`config.mk`:
```
export PLATFORM = sky130hd
export DESIGN_NAME = sikc_canon
export DESIGN_NICKNAME = d
export VERILOG_FILES = /design/src/hdl/assert_macros.svh /design/src/hdl/sikc_pkg.sv /design/src/hdl/sikc_canon.sv
export SDC_FILE = /design/constraint.sdc
export NUM_CORES = 1
export LEC_CHECK = 0
export BUFFER_PORTS_ARGS = -buffer_cell sky130_fd_sc_hd__buf_2
export CAP_MARGIN = 15
export CORE_UTILIZATION = 55
export DETAILED_ROUTE_END_ITERATION = 7
export PLACE_DENSITY = 0.91
export SLEW_MARGIN = 10
export SYNTH_ARGS = -nofsm -noshare
export SYNTH_HDL_FRONTEND = slang
export SYNTH_SLANG_ARGS = --single-unit
export TNS_END_PERCENT = 1
```
`constraint.sdc`:
```
create_clock -name clk -period 23.9 [get_ports clk]
set_input_delay 3.585 -clock clk [delete_from_list [all_inputs] [get_ports clk]]
set_output_delay 3.585 -clock clk [all_outputs]
set_load 0.03 [all_outputs]
```
`src/hdl/assert_macros.svh`:
```
// Assertion macros shared by the key codec RTL.
// Needs signals named clk and rst_n in the scope where a macro is used.
`ifndef ASSERT_MACROS_SVH
`define ASSERT_MACROS_SVH

// Consequent checked in the same cycle as the antecedent.
`define ASSERT_SAME(lbl, ante, cons) \
  lbl: assert property (@(posedge clk) disable iff (!rst_n) (ante) |-> (cons)) \
    else $error("assertion failed in key codec");

// Consequent checked in the cycle after the antecedent.
`define ASSERT_NEXT(lbl, ante, cons) \
  lbl: assert property (@(posedge clk) disable iff (!rst_n) (ante) |=> (cons)) \
    else $error("assertion failed in key codec");

`endif

```
`src/hdl/sikc_pkg.sv`:
```
// Types and constants of the symmetric index key codec.
// Used by the channel interfaces and every module of the codec.
package sikc_pkg;

  localparam int KEY_W      = 38;
  localparam int IDX_W      = 8;
  localparam int K_W        = 6;
  localparam int RADIX_W    = 9;
  localparam int N_IDX      = 4;
  localparam int DIV_STEPS  = 4;
  localparam int N_DIV_STG  = (N_IDX * KEY_W) / DIV_STEPS;
  localparam int CFG_IDX_W  = 2;

  localparam logic [CFG_IDX_W-1:0] REG_NUM_STATES    = 2'd0;
  localparam logic [CFG_IDX_W-1:0] REG_REVERSE_SYM   = 2'd1;
  localparam logic [CFG_IDX_W-1:0] REG_DECODE_STATES = 2'd2;

  localparam logic FUNC_ENCODE = 1'b0;
  localparam logic FUNC_DECODE = 1'b1;

  typedef logic [IDX_W-1:0] idx_t;

  // One item in flight. acc is the key being built on encode and the
  // running dividend on decode; dig holds canonical indices or digits.
  typedef struct packed {
    logic                      func;
    logic [KEY_W-1:0]          acc;
    logic [RADIX_W-1:0]        rem;
    logic [N_IDX-1:0][IDX_W-1:0] dig;
  } stage_t;

endpackage

```
`src/hdl/sikc_canon.sv`:
```
// First pipeline stage: canonical reordering of the four indices.
// Depends on sikc_pkg.
module sikc_canon (
  input  logic                        clk,
  input  logic                        rst_n,
  input  logic                        en,
  input  logic                        in_valid,
  input  logic                        func,
  input  logic [sikc_pkg::K_W-1:0]    k_in,
  input  sikc_pkg::idx_t              idx_a,
  input  sikc_pkg::idx_t              idx_b,
  input  sikc_pkg::idx_t              idx_c,
  input  sikc_pkg::idx_t              idx_d,
  input  logic [sikc_pkg::KEY_W-1:0]  key_in,
  input  logic                        reverse_sym,
  output logic                        valid_r,
  output sikc_pkg::stage_t            rec_r
);

  sikc_pkg::stage_t rec_nxt;
  sikc_pkg::idx_t   a, b, c, d, t, mac, mbd;

  always_comb begin
    a = idx_a;
    b = idx_b;
    c = idx_c;
    d = idx_d;
    t = '0;
    mac = '0;
    mbd = '0;
    if (reverse_sym) begin
      if (c < a) begin t = a; a = c; c = t; end
      if (d < b) begin t = b; b = d; d = t; end
      if (b < a) begin
        t = a; a = b; b = t;
        t = c; c = d; d = t;
      end
      if (a == b && d < c) begin t = c; c = d; d = t; end
    end else begin
      mac = (a < c) ? a : c;
      mbd = (b < d) ? b : d;
      if (mac > mbd) begin
        t = a; a = b; b = t;
        t = c; c = d; d = t;
      end
      if (a > c) begin
        t = a; a = c; c = t;
        t = b; b = d; d = t;
      end
      if (a == b && d < c) begin t = c; c = d; d = t; end
      if (a == c && d < b) begin t = b; b = d; d = t; end
      if (a == d && c < b) begin t = b; b = c; c = t; end
    end

    rec_nxt.func = func;
    rec_nxt.rem  = '0;
    if (func == sikc_pkg::FUNC_DECODE) begin
      rec_nxt.acc = key_in;
      rec_nxt.dig = '0;
    end else begin
      rec_nxt.acc = {{(sikc_pkg::KEY_W-sikc_pkg::K_W){1'b0}}, k_in};
      rec_nxt.dig = {d, c, b, a};
    end
  end

  always_ff @(posedge clk) begin
    if (!rst_n) begin
      valid_r <= 1'b0;
    end else if (en) begin
      valid_r <= in_valid;
    end
    if (en) begin
      rec_r <= rec_nxt;
    end
  end

endmodule

```
==> metrics.md <==
| Metric | Value |
|---|---|
| Outcome | finished, final reports clean |
| Detail Placement HPWL | 19500 µm |
| Pin count of the biggest net entering global routing | 73 |
| Shortest period the worst path allows | 18550 ps |
| Multi-input gate area | 5430 µm² |
| Initial core utilization | 56.2% |
| Vias per inst | 6.41 |
| Reg2reg setup slack | 23310 ps |
| Worst r2r src | valid_r |
| I/O Pins | 163 |
| Setup violators final | 0 |
| # Post-CTS Setup Buffers | 0 |
| CP Capture Point | rec_r[12] |
| Max-cap violations | 0 |
| Slack of the critical path | 5350 ps |
| Core Region | 14500 µm² |
| DRC | 0 |
| Hold Buf Count CTS | 0 |
| Final-stage net count | 1227 |
| Worst Skew | 0 ps |
| Period utilisation layout | 77.6% |
| Leakage | 0.00406 µW |
| # fillers | 1200 |
| Final hold vios | 0 |
| Total Wirelength | 26300 µm |
| CP Launch Point | idx_d[1] |
| Comb power frac | 69.8% |
| Post_cts resized | 0 |
| WP data arrival | 18680 ps |
| Clock Sinks | 72 |
| EDFF count, synth | 71 |
| Iteration-0 DRC Markers | 1340 |
| Synth async-reset ratio | 0% |
| VDD IR-drop max | 0.0978 mV |
| Rel. slew slack | 26.3% |
| Placer congestion estimate | 1.03 |
| Pwr per Cell Area | 102 nW/µm² |
| Row count | 44 |
| FF+latch count, synth | 72 |
| Sw Share | 51.4% |
| Switch Pwr | 479 µW |
| Syn Area/Cell | 8.29 µm² |
| Synth warnings | 0 |
| Min Hold Slack | 518 ps |
| Critical Path Fanout Max | 43 |
| H-tree depth | 3 |
| Count leader, synth | nor2_1 |
| Critical Path RT | 24030 ps |
| Synth top area cells | edfxtp_1 (26%), ha_1 (10%), mux2i_1 (10%), a21oi_1 (5.7%), nor2_1 (4.5%) |
| Reg clk slew, reported paths | 60 ps |
| Port bufs | 153 |
| First-pass GRT wire length | 39100 µm |
| Initial antenna violation count | 0 |
| Sequential area share after synthesis | 26.5% |
| Worst min-delay path category | reg2reg |
| CTS max path bufs | 2 |
| TritonCTS clock tree | done |
| Area growth syn-to-layout | 12.2% |
| Top post-synthesis cells by count | nor2_1 (97), a21oi_1 (92), mux2i_1 (82) |
| Cell repeated most along the worst path | ha_1 |
| Synth cell types | 69 |
| Setup CP Type | in2reg |
| DP Worst Slack | 5440 ps |
| Top cell type's share of synthesized area | 26.2% |
| Die ar. | 15300 µm² |
| Setup tns final | 0 ps |
| Chip Height | 124 µm |
| Fin. max-slew vios | 0 |
| Root buf cell | clkbuf_16 |
| RSZ-0062 raised after global routing | false |
| Crit start category | input port |
| Layout cell share with drive strength beyond 1 | 20.7% |
| Via count | 8115 |
| Post-Syn Instances | 981 |
| Power share of the clock group | 12.6% |
| Post-synth top flop | edfxtp_1 |
| Synth area leader | edfxtp_1 |
| Seq pwr share | 17.6% |
| Power Total | 931 µW |
| Fmax | 0.0539 GHz |
| RR Endpoint | valid_r |
| Vias in the first global route | 7171 |
| Antenna Nets Post-Route | 0 |
| P_int | 452 µW |
| Worst-margin pin slew | 1100 ps |
| Wirelength per Cell | 20.8 µm |
| Register Area | 2150 µm² |
| Congestion Overflow GR | 0 |
| CTS buffer count | 9 |
| CP Capture Type | flip-flop |
| R2r worst-path depth | 2 |
| CP peak stage delay | 970 ps |
| DIE WIDTH | 124 µm |
| Slowest cell on crit path | nor4_2 |
| GRT Util Overall | 34.3% |
| Clock Latency Late Sink | 330 ps |
| Detailed Routing Iterations Pass 1 | 6 |
| # diodes | 0 |
| Mapped cell area | 8130 µm² |
[per-layer routing]
| layer | track usage, % | routed length [µm] | up-vias |
|---|---|---|---|
| met3 | 7.14 | 3220 | 132 |
| met2 | 53.4 | 11300 | 656 |
| met1 | 43.1 | 10000 | 3597 |
| met5 | 0 | 0 | - |
| met4 | 21.7 | 1750 | 0 |
| li1 | - | - | 3730 |
[power by group through the flow]
| stage | clock, µW | combinational (µW) | sequential [µW] |
|---|---|---|---|
| 2_1_floorplan | 0 | 435 | 198 |
| 3_3_place_gp | 0 | 614 | 166 |
| 3_5_place_dp | 0 | 624 | 166 |
| 4_1_cts | 118 | 629 | 164 |
| 5_1_grt | 123 | 702 | 166 |
| 6_report | 117 | 649 | 164 |
[critical path: cells and delay by family]
| family | cells | cell delay (ps) |
|---|---|---|
| and+or+nand+nor | 22 | 6020 |
| adders and majority gates | 6 | 1850 |
| buffers and inverters | 5 | 1300 |
| AOI/OAI and AO/OA | 17 | 4190 |
| muxes | 5 | 1700 |
[how the worst min path moves through the flow]
stage	startpoint	endpoint	slack (ps)	depth (start not counted)
final	valid_r	valid_r	520	2
after CTS	valid_r	valid_r	520	2
after global placement	valid_r	valid_r	490	2
after detailed placement	valid_r	valid_r	510	2
after global routing	valid_r	valid_r	570	2
after floorplan	valid_r	valid_r	640	2
[metrics by stage]
stage / instance area (µm²) / cells / utilization, %
2_1_floorplan: 8160 / 989 / -
3_3_place_gp: 8870 / 1252 / 61.2
3_5_place_dp: 8870 / 1252 / 61.2
4_1_cts: 9130 / 1266 / 63.0
5_1_grt: 9130 / 1266 / 63.0
6_report: 9130 / 1266 / 63.0
[cell families (layout without fill, tap and decap cells)]
| kind of cell | after synthesis | after routing | synth area share [%] |
|---|---|---|---|
| AOI/OAI and AO/OA | 255 | 255 | 19.8 |
| xor gates and xnor gates | 39 | 39 | 4.20 |
| adders and majority gates | 66 | 66 | 10.2 |
| buffers and inverters | 142 | 235 | 7.32 |
| DFF | 72 | 72 | 26.5 |
| muxes | 113 | 113 | 14.5 |
| other | 1 | 9 | 0.0461 |
| and+or+nand+nor | 293 | 293 | 17.5 |
[layout by cell type, fill, tap and decap left out, types with 16 or more instances in the layout]
cell type and instances:
mux2_2 29, xor2_1 19, buf_2 153, edfxtp_1 71, and2_1 35, nand3_1 18, a21o_1 16, inv_1 53
nand4_1 16, mux2i_1 82, a21oi_1 92, xnor2_1 20, nor2_1 96, ha_1 66, o211ai_1 18, o21ai_0 39
a211oi_1 23, nand2_1 73
[area by class of cell]
| class | instances | area share, % |
|---|---|---|
| inverters | 59 | 2.43 |
| well taps | 184 | 2.52 |
| clock inverters | 5 | 0.398 |
| flip-flops and latches | 72 | 23.6 |
| clock buffers | 9 | 2.47 |
| multi-input cells | 775 | 59.5 |
| repair buffers | 162 | 9.13 |
[flip-flops by register name, summed over array words and instances (netlist names)]
signal,cells
valid_r,1
rec_r,71
(Power assumes the default switching activity.)
