==> src/hdl/assert_macros.svh <==
// Assertion macros shared by the key codec RTL.
// Needs signals named clk and rst_n in the scope where a macro is used.
`ifndef ASSERT_MACROS_SVH
`define ASSERT_MACROS_SVH

// Consequent checked in the same cycle as the antecedent.
`define ASSERT_SAME(lbl, ante, cons) \
  lbl: assert property (@(posedge clk) disable iff (!rst_n) (ante) |-> (cons)) \
    else $error("assertion failed in key codec");

// Consequent checked in the cycle after the antecedent.
`define ASSERT_NEXT(lbl, ante, cons) \
  lbl: assert property (@(posedge clk) disable iff (!rst_n) (ante) |=> (cons)) \
    else $error("assertion failed in key codec");

`endif

==> src/hdl/sikc_pkg.sv <==
// Types and constants of the symmetric index key codec.
// Used by the channel interfaces and every module of the codec.
package sikc_pkg;

  localparam int KEY_W      = 38;
  localparam int IDX_W      = 8;
  localparam int K_W        = 6;
  localparam int RADIX_W    = 9;
  localparam int N_IDX      = 4;
  localparam int DIV_STEPS  = 4;
  localparam int N_DIV_STG  = (N_IDX * KEY_W) / DIV_STEPS;
  localparam int CFG_IDX_W  = 2;

  localparam logic [CFG_IDX_W-1:0] REG_NUM_STATES    = 2'd0;
  localparam logic [CFG_IDX_W-1:0] REG_REVERSE_SYM   = 2'd1;
  localparam logic [CFG_IDX_W-1:0] REG_DECODE_STATES = 2'd2;

  localparam logic FUNC_ENCODE = 1'b0;
  localparam logic FUNC_DECODE = 1'b1;

  typedef logic [IDX_W-1:0] idx_t;

  // One item in flight. acc is the key being built on encode and the
  // running dividend on decode; dig holds canonical indices or digits.
  typedef struct packed {
    logic                      func;
    logic [KEY_W-1:0]          acc;
    logic [RADIX_W-1:0]        rem;
    logic [N_IDX-1:0][IDX_W-1:0] dig;
  } stage_t;

endpackage

==> src/hdl/sikc_pipe_stage.sv <==
// One stage of the codec pipeline: a Horner multiply-add on encode in the
// first stages, and four restoring division steps on decode. Uses sikc_pkg.
module sikc_pipe_stage #(
  parameter int STAGE = 0
) (
  input  logic                          clk,
  input  logic                          rst_n,
  input  logic                          en,
  input  logic                          in_valid,
  input  sikc_pkg::stage_t              in_rec,
  input  logic [sikc_pkg::RADIX_W-1:0]  radix_enc,
  input  logic [sikc_pkg::RADIX_W-1:0]  radix_dec,
  output logic                          valid_r,
  output sikc_pkg::stage_t              rec_r
);

  localparam int KW   = sikc_pkg::KEY_W;
  localparam int RW   = sikc_pkg::RADIX_W;
  localparam int NS   = sikc_pkg::DIV_STEPS;
  localparam int BASE = STAGE * NS;

  logic [KW-1:0]                               horner;
  logic [NS:0][KW-1:0]                         acc_w;
  logic [NS:0][RW-1:0]                         rem_w;
  logic [NS:0][sikc_pkg::N_IDX-1:0][sikc_pkg::IDX_W-1:0] dig_w;
  sikc_pkg::stage_t                            rec_nxt;

  generate
    if (STAGE < sikc_pkg::N_IDX) begin : g_horner
      logic [KW+RW-1:0] prod;
      assign prod   = in_rec.acc * radix_enc;
      assign horner = KW'(prod + (KW+RW)'(in_rec.dig[STAGE]));
    end else begin : g_pass
      assign horner = in_rec.acc;
    end
  endgenerate

  assign acc_w[0] = in_rec.acc;
  assign rem_w[0] = in_rec.rem;
  assign dig_w[0] = in_rec.dig;

  // A boundary every KEY_W steps closes one division: the remainder is a
  // digit (lowest first) and the quotient becomes the next dividend.
  generate
    for (genvar j = 0; j < NS; j++) begin : g_step
      localparam int  S    = BASE + j;
      localparam bit  LAST = ((S + 1) % KW) == 0;
      localparam int  DPOS = sikc_pkg::N_IDX - 1 - (S / KW);
      logic [RW:0]   sh;
      logic          ge;
      logic [RW-1:0] rem_s;
      assign sh    = {rem_w[j], acc_w[j][KW-1]};
      assign ge    = sh >= {1'b0, radix_dec};
      assign rem_s = ge ? RW'(sh - {1'b0, radix_dec}) : sh[RW-1:0];
      assign acc_w[j+1] = {acc_w[j][KW-2:0], ge};
      if (LAST) begin : g_close
        for (genvar p = 0; p < sikc_pkg::N_IDX; p++) begin : g_pos
          if (p == DPOS) begin : g_put
            assign dig_w[j+1][p] = rem_s[sikc_pkg::IDX_W-1:0];
          end else begin : g_keep
            assign dig_w[j+1][p] = dig_w[j][p];
          end
        end
        assign rem_w[j+1] = '0;
      end else begin : g_mid
        assign dig_w[j+1] = dig_w[j];
        assign rem_w[j+1] = rem_s;
      end
    end
  endgenerate

  always_comb begin
    rec_nxt = in_rec;
    if (in_rec.func == sikc_pkg::FUNC_DECODE) begin
      rec_nxt.acc = acc_w[NS];
      rec_nxt.rem = rem_w[NS];
      rec_nxt.dig = dig_w[NS];
    end else begin
      rec_nxt.acc = horner;
    end
  end

  always_ff @(posedge clk) begin
    if (!rst_n) begin
      valid_r <= 1'b0;
    end else if (en) begin
      valid_r <= in_valid;
    end
    if (en) begin
      rec_r <= rec_nxt;
    end
  end

endmodule
==> config.mk <==
export PLATFORM = sky130hd
export DESIGN_NAME = sikc_pipe_stage
export DESIGN_NICKNAME = d
export VERILOG_FILES = /design/src/hdl/assert_macros.svh /design/src/hdl/sikc_pkg.sv /design/src/hdl/sikc_pipe_stage.sv
export SDC_FILE = /design/constraint.sdc
export NUM_CORES = 1
export LEC_CHECK = 0
export BUFFER_PORTS_ARGS = -buffer_cell sky130_fd_sc_hd__buf_2
export CAP_MARGIN = 20
export CORE_MARGIN = 4
export CORE_UTILIZATION = 55
export DETAILED_ROUTE_END_ITERATION = 12
export GPL_TIMING_DRIVEN = 0
export PLACE_DENSITY = 0.76
export REMOVE_ABC_BUFFERS = 1
export SYNTH_ARGS = -nofsm -noshare
export SYNTH_HDL_FRONTEND = slang
export SYNTH_SLANG_ARGS = --single-unit
==> constraint.sdc <==
create_clock -name clk -period 10.7 [get_ports clk]
set_clock_uncertainty 0.05 [all_clocks]
set_input_delay 2.14 -clock clk [delete_from_list [all_inputs] [get_ports clk]]
set_output_delay 2.14 -clock clk [all_outputs]
set_load 0.005 [all_outputs]
==> flow_summary.json <==
{
  "die_w_um": 168,
  "synth_area_leaders": "fa_1 32%, edfxtp_1 17%, ha_1 10%",
  "critPathArrivalTime_ns": 10.43,
  "hold_buffers": 0,
  "drc_errors": 0,
  "wl_per_cell_um": 17.3,
  "die_h_um": 168,
  "route.final.wire_length_um": 34600,
  "clk_pin_slew_ns": 0.07,
  "cts_root_buffer": "clkbuf_16",
  "rows": 58,
  "clockBufferDepth": 2,
  "ys.warnings.count": 0,
  "max-slew-margin-rel": 0.420,
  "netlist_instances": 1538,
  "synth_edf_count": 80,
  "seq_area_frac_synth": 0.171,
  "placed_cell_area_mm2": 0.0152,
  "cts_buffers": 9,
  "die_area_mm2": 0.0284,
  "max_freq_ghz": 0.0965,
  "synth_top_family_by_area": "adder cells",
  "ys_types": 58,
  "placed_cells_incl_taps": 1976,
  "start_util": 0.560,
  "cap_violations": 0,
  "maxSlewViolCount": 0,
  "synthMuxAreaShare": 0.0187,
  "nets": 2112,
  "dp_hpwl_um": 27100,
  "antenna_found_initial": 0,
  "fill_cells": 2129,
  "setup_viol": 0,
  "min_period_ns": 10.37,
  "core_area_mm2": 0.0253,
  "status": "complete, no violations",
  "power.density_mw_per_mm2": 279,
  "final_util": 0.619,
  "critical_path_class": "in2reg",
  "synth_top_area_frac": 0.324,
  "fin_cells": 1998,
  "synth-xor-area-share": 0.0421,
  "clock-sinks": 81,
  "synth_flop_cell": "edfxtp_1",
  "design_area_mm2": 0.0156,
  "grt_max_degree": 77,
  "yosys.area_share.simple": 0.152,
  "via_count": 11100,
  "num_io_pins": 183,
  "power.leakage_nw": 7.59,
  "worstMarginPinSlew_ns": 0.870,
  "ir_drop_v": 0.000185,
  "synth-seq-cells": 81,
  "globalplace.congestion": 0.908,
  "cp_slowest_cell": "or4b_4",
  "drive_gt1_frac": 0.141,
  "grt_pass1_wl_um": 57000,
  "syn_area_mm2": 0.0142,
  "drtAntennaViolNets": 0,
  "cp-start-kind": "primary input",
  "globalRoute.totalOverflow": 0,
  "async_flop_share": 0,
  "endpoint_kind": "flop",
  "syn_to_final_growth_pct": 10.4,
  "synth_compound_area_frac": 0.101,
  "io_buffers": 182,
  "crit_fanout": 11,
  "cts_tree": "done",
  "clock_latency_ns": 0.35,
  "dr.pass1.iters": 5,
  "mostFrequentLayoutCell": "nand2_1",
  "viasPerCell": 5.54,
  "synthAdderAreaFrac": 0.428,
  "synth_top_area_cell": "fa_1",
  "period_share": 0.969,
  "grt_usage": 0.248,
  "diodes": 0,
  "synth_area_per_cell_um2": 9.20,
  "required_ns": 10.76,
  "grt_pass1_vias": 11500,
  "h-tree-depth": 3,
  "drt_iter0_markers": 811,
  "hold_viol": 0,
  "hold_depth": 2,
  "final_cell_mix": "258 x nand2_1, 247 x inv_1, 229 x fa_1, 181 x buf_2, 118 x ha_1",
  "reg2reg_depth": 2,
  "slowest_delay_ns": 0.61,
  "hold_class": "reg2reg"
}
## through the flow
stage | worst slack, ns | total power, mW | setup TNS [ns] | hold WS (ns)
finish | 0.332 | 4.36 | 0 | 0.483
detailed placement | -0.420 | 3.97 | -2.68 | 0.473
floorplan | 0.750 | 3.13 | 0 | 0.457
CTS | 0.0846 | 4.32 | 0 | 0.483
global route | -0.0281 | 4.84 | -0.0281 | 0.526
global placement | -0.338 | 3.89 | -2.06 | 0.450
## state kept, by name (all words and copies together), names as in the netlist
signal	count
rec_r	80
valid_r	1
## critical path: cells and delay by family
kind	cells	cell delay (ns)
AO/OA/AOI/OAI	17	3.70
adder cells (fa/ha/maj)	5	1.63
multiplexers	5	1.47
AND/OR/NAND/NOR	4	1.14
buffers and inverters	4	0.35
## final timing paths
| check | start | end | slack [ns] |
|---|---|---|---|
| min | valid_r$_SDFFE_PN0P_ | valid_r$_SDFFE_PN0P_ | 0.48 |
| max reg2reg | valid_r$_SDFFE_PN0P_ | valid_r$_SDFFE_PN0P_ | 10.06 |
| max | in_rec[78] | rec_r[32]$_DFFE_PP_ | 0.33 |
| min reg2reg | valid_r$_SDFFE_PN0P_ | valid_r$_SDFFE_PN0P_ | 0.48 |
## cells in the mapped netlist (5+ instances only)
cell,instances
nand2_1,258
inv_1,247
fa_1,229
ha_1,118
and2_1,111
edfxtp_1,80
clkbuf_1,73
o21ai_0,66
a21oi_1,59
nor2_1,47
xnor2_1,42
a21o_1,29
xor2_1,26
mux2i_1,13
mux2_2,12
a211oi_1,11
nand4_1,9
o21bai_1,9
nand3_1,8
nor3_1,8
o21a_1,8
a31oi_1,7
nor2b_1,7
nand2b_1,5
o211ai_1,5
## per-layer routing
layer	GRT usage	up-vias	part of all wire
li1	-	5151	-
met1	0.336	5494	0.42
met2	0.423	382	0.50
met3	0.0390	37	0.064
met4	0.0579	0	0.014
met5	0	-	0
## cells by family (layout without fill, tap and decap cells)
kind of cell	Yosys count	count (layout)
flip-flops	81	81
AO/OA/AOI/OAI	226	227
multiplexers	25	25
XOR/XNOR	68	68
adder cells (fa/ha/maj)	347	347
AND/OR/NAND/NOR	467	467
buffers and inverters	324	453
## power by group
group / switching, mW / internal (mW) / total (mW) / leakage, nW
logic: 2.00 / 1.51 / 3.51 / 6.66
registers: 0.0263 / 0.519 / 0.545 / 0.790
clock network: 0.147 / 0.162 / 0.309 / 0.140
## cell type report
class / count / area [µm²] / area share
flip-flops and latches: 81 / 2420 / 0.155
multi-input cells: 1134 / 10600 / 0.677
inverters: 248 / 931 / 0.0596
well taps: 330 / 413 / 0.0264
clock inverters: 7 / 61.3 / 0.00392
repair buffers: 189 / 998 / 0.0639
clock buffers: 9 / 225 / 0.0144
## timing repair
item                                    in CTS  in global routing
buffers inserted                             0                  5
pin swaps                                    0                  1
gates resized for setup                      4                  7
cloned                                       0                  1
endpoints found under the setup margin       1                 10
Power figures use the tool's default switching activity.
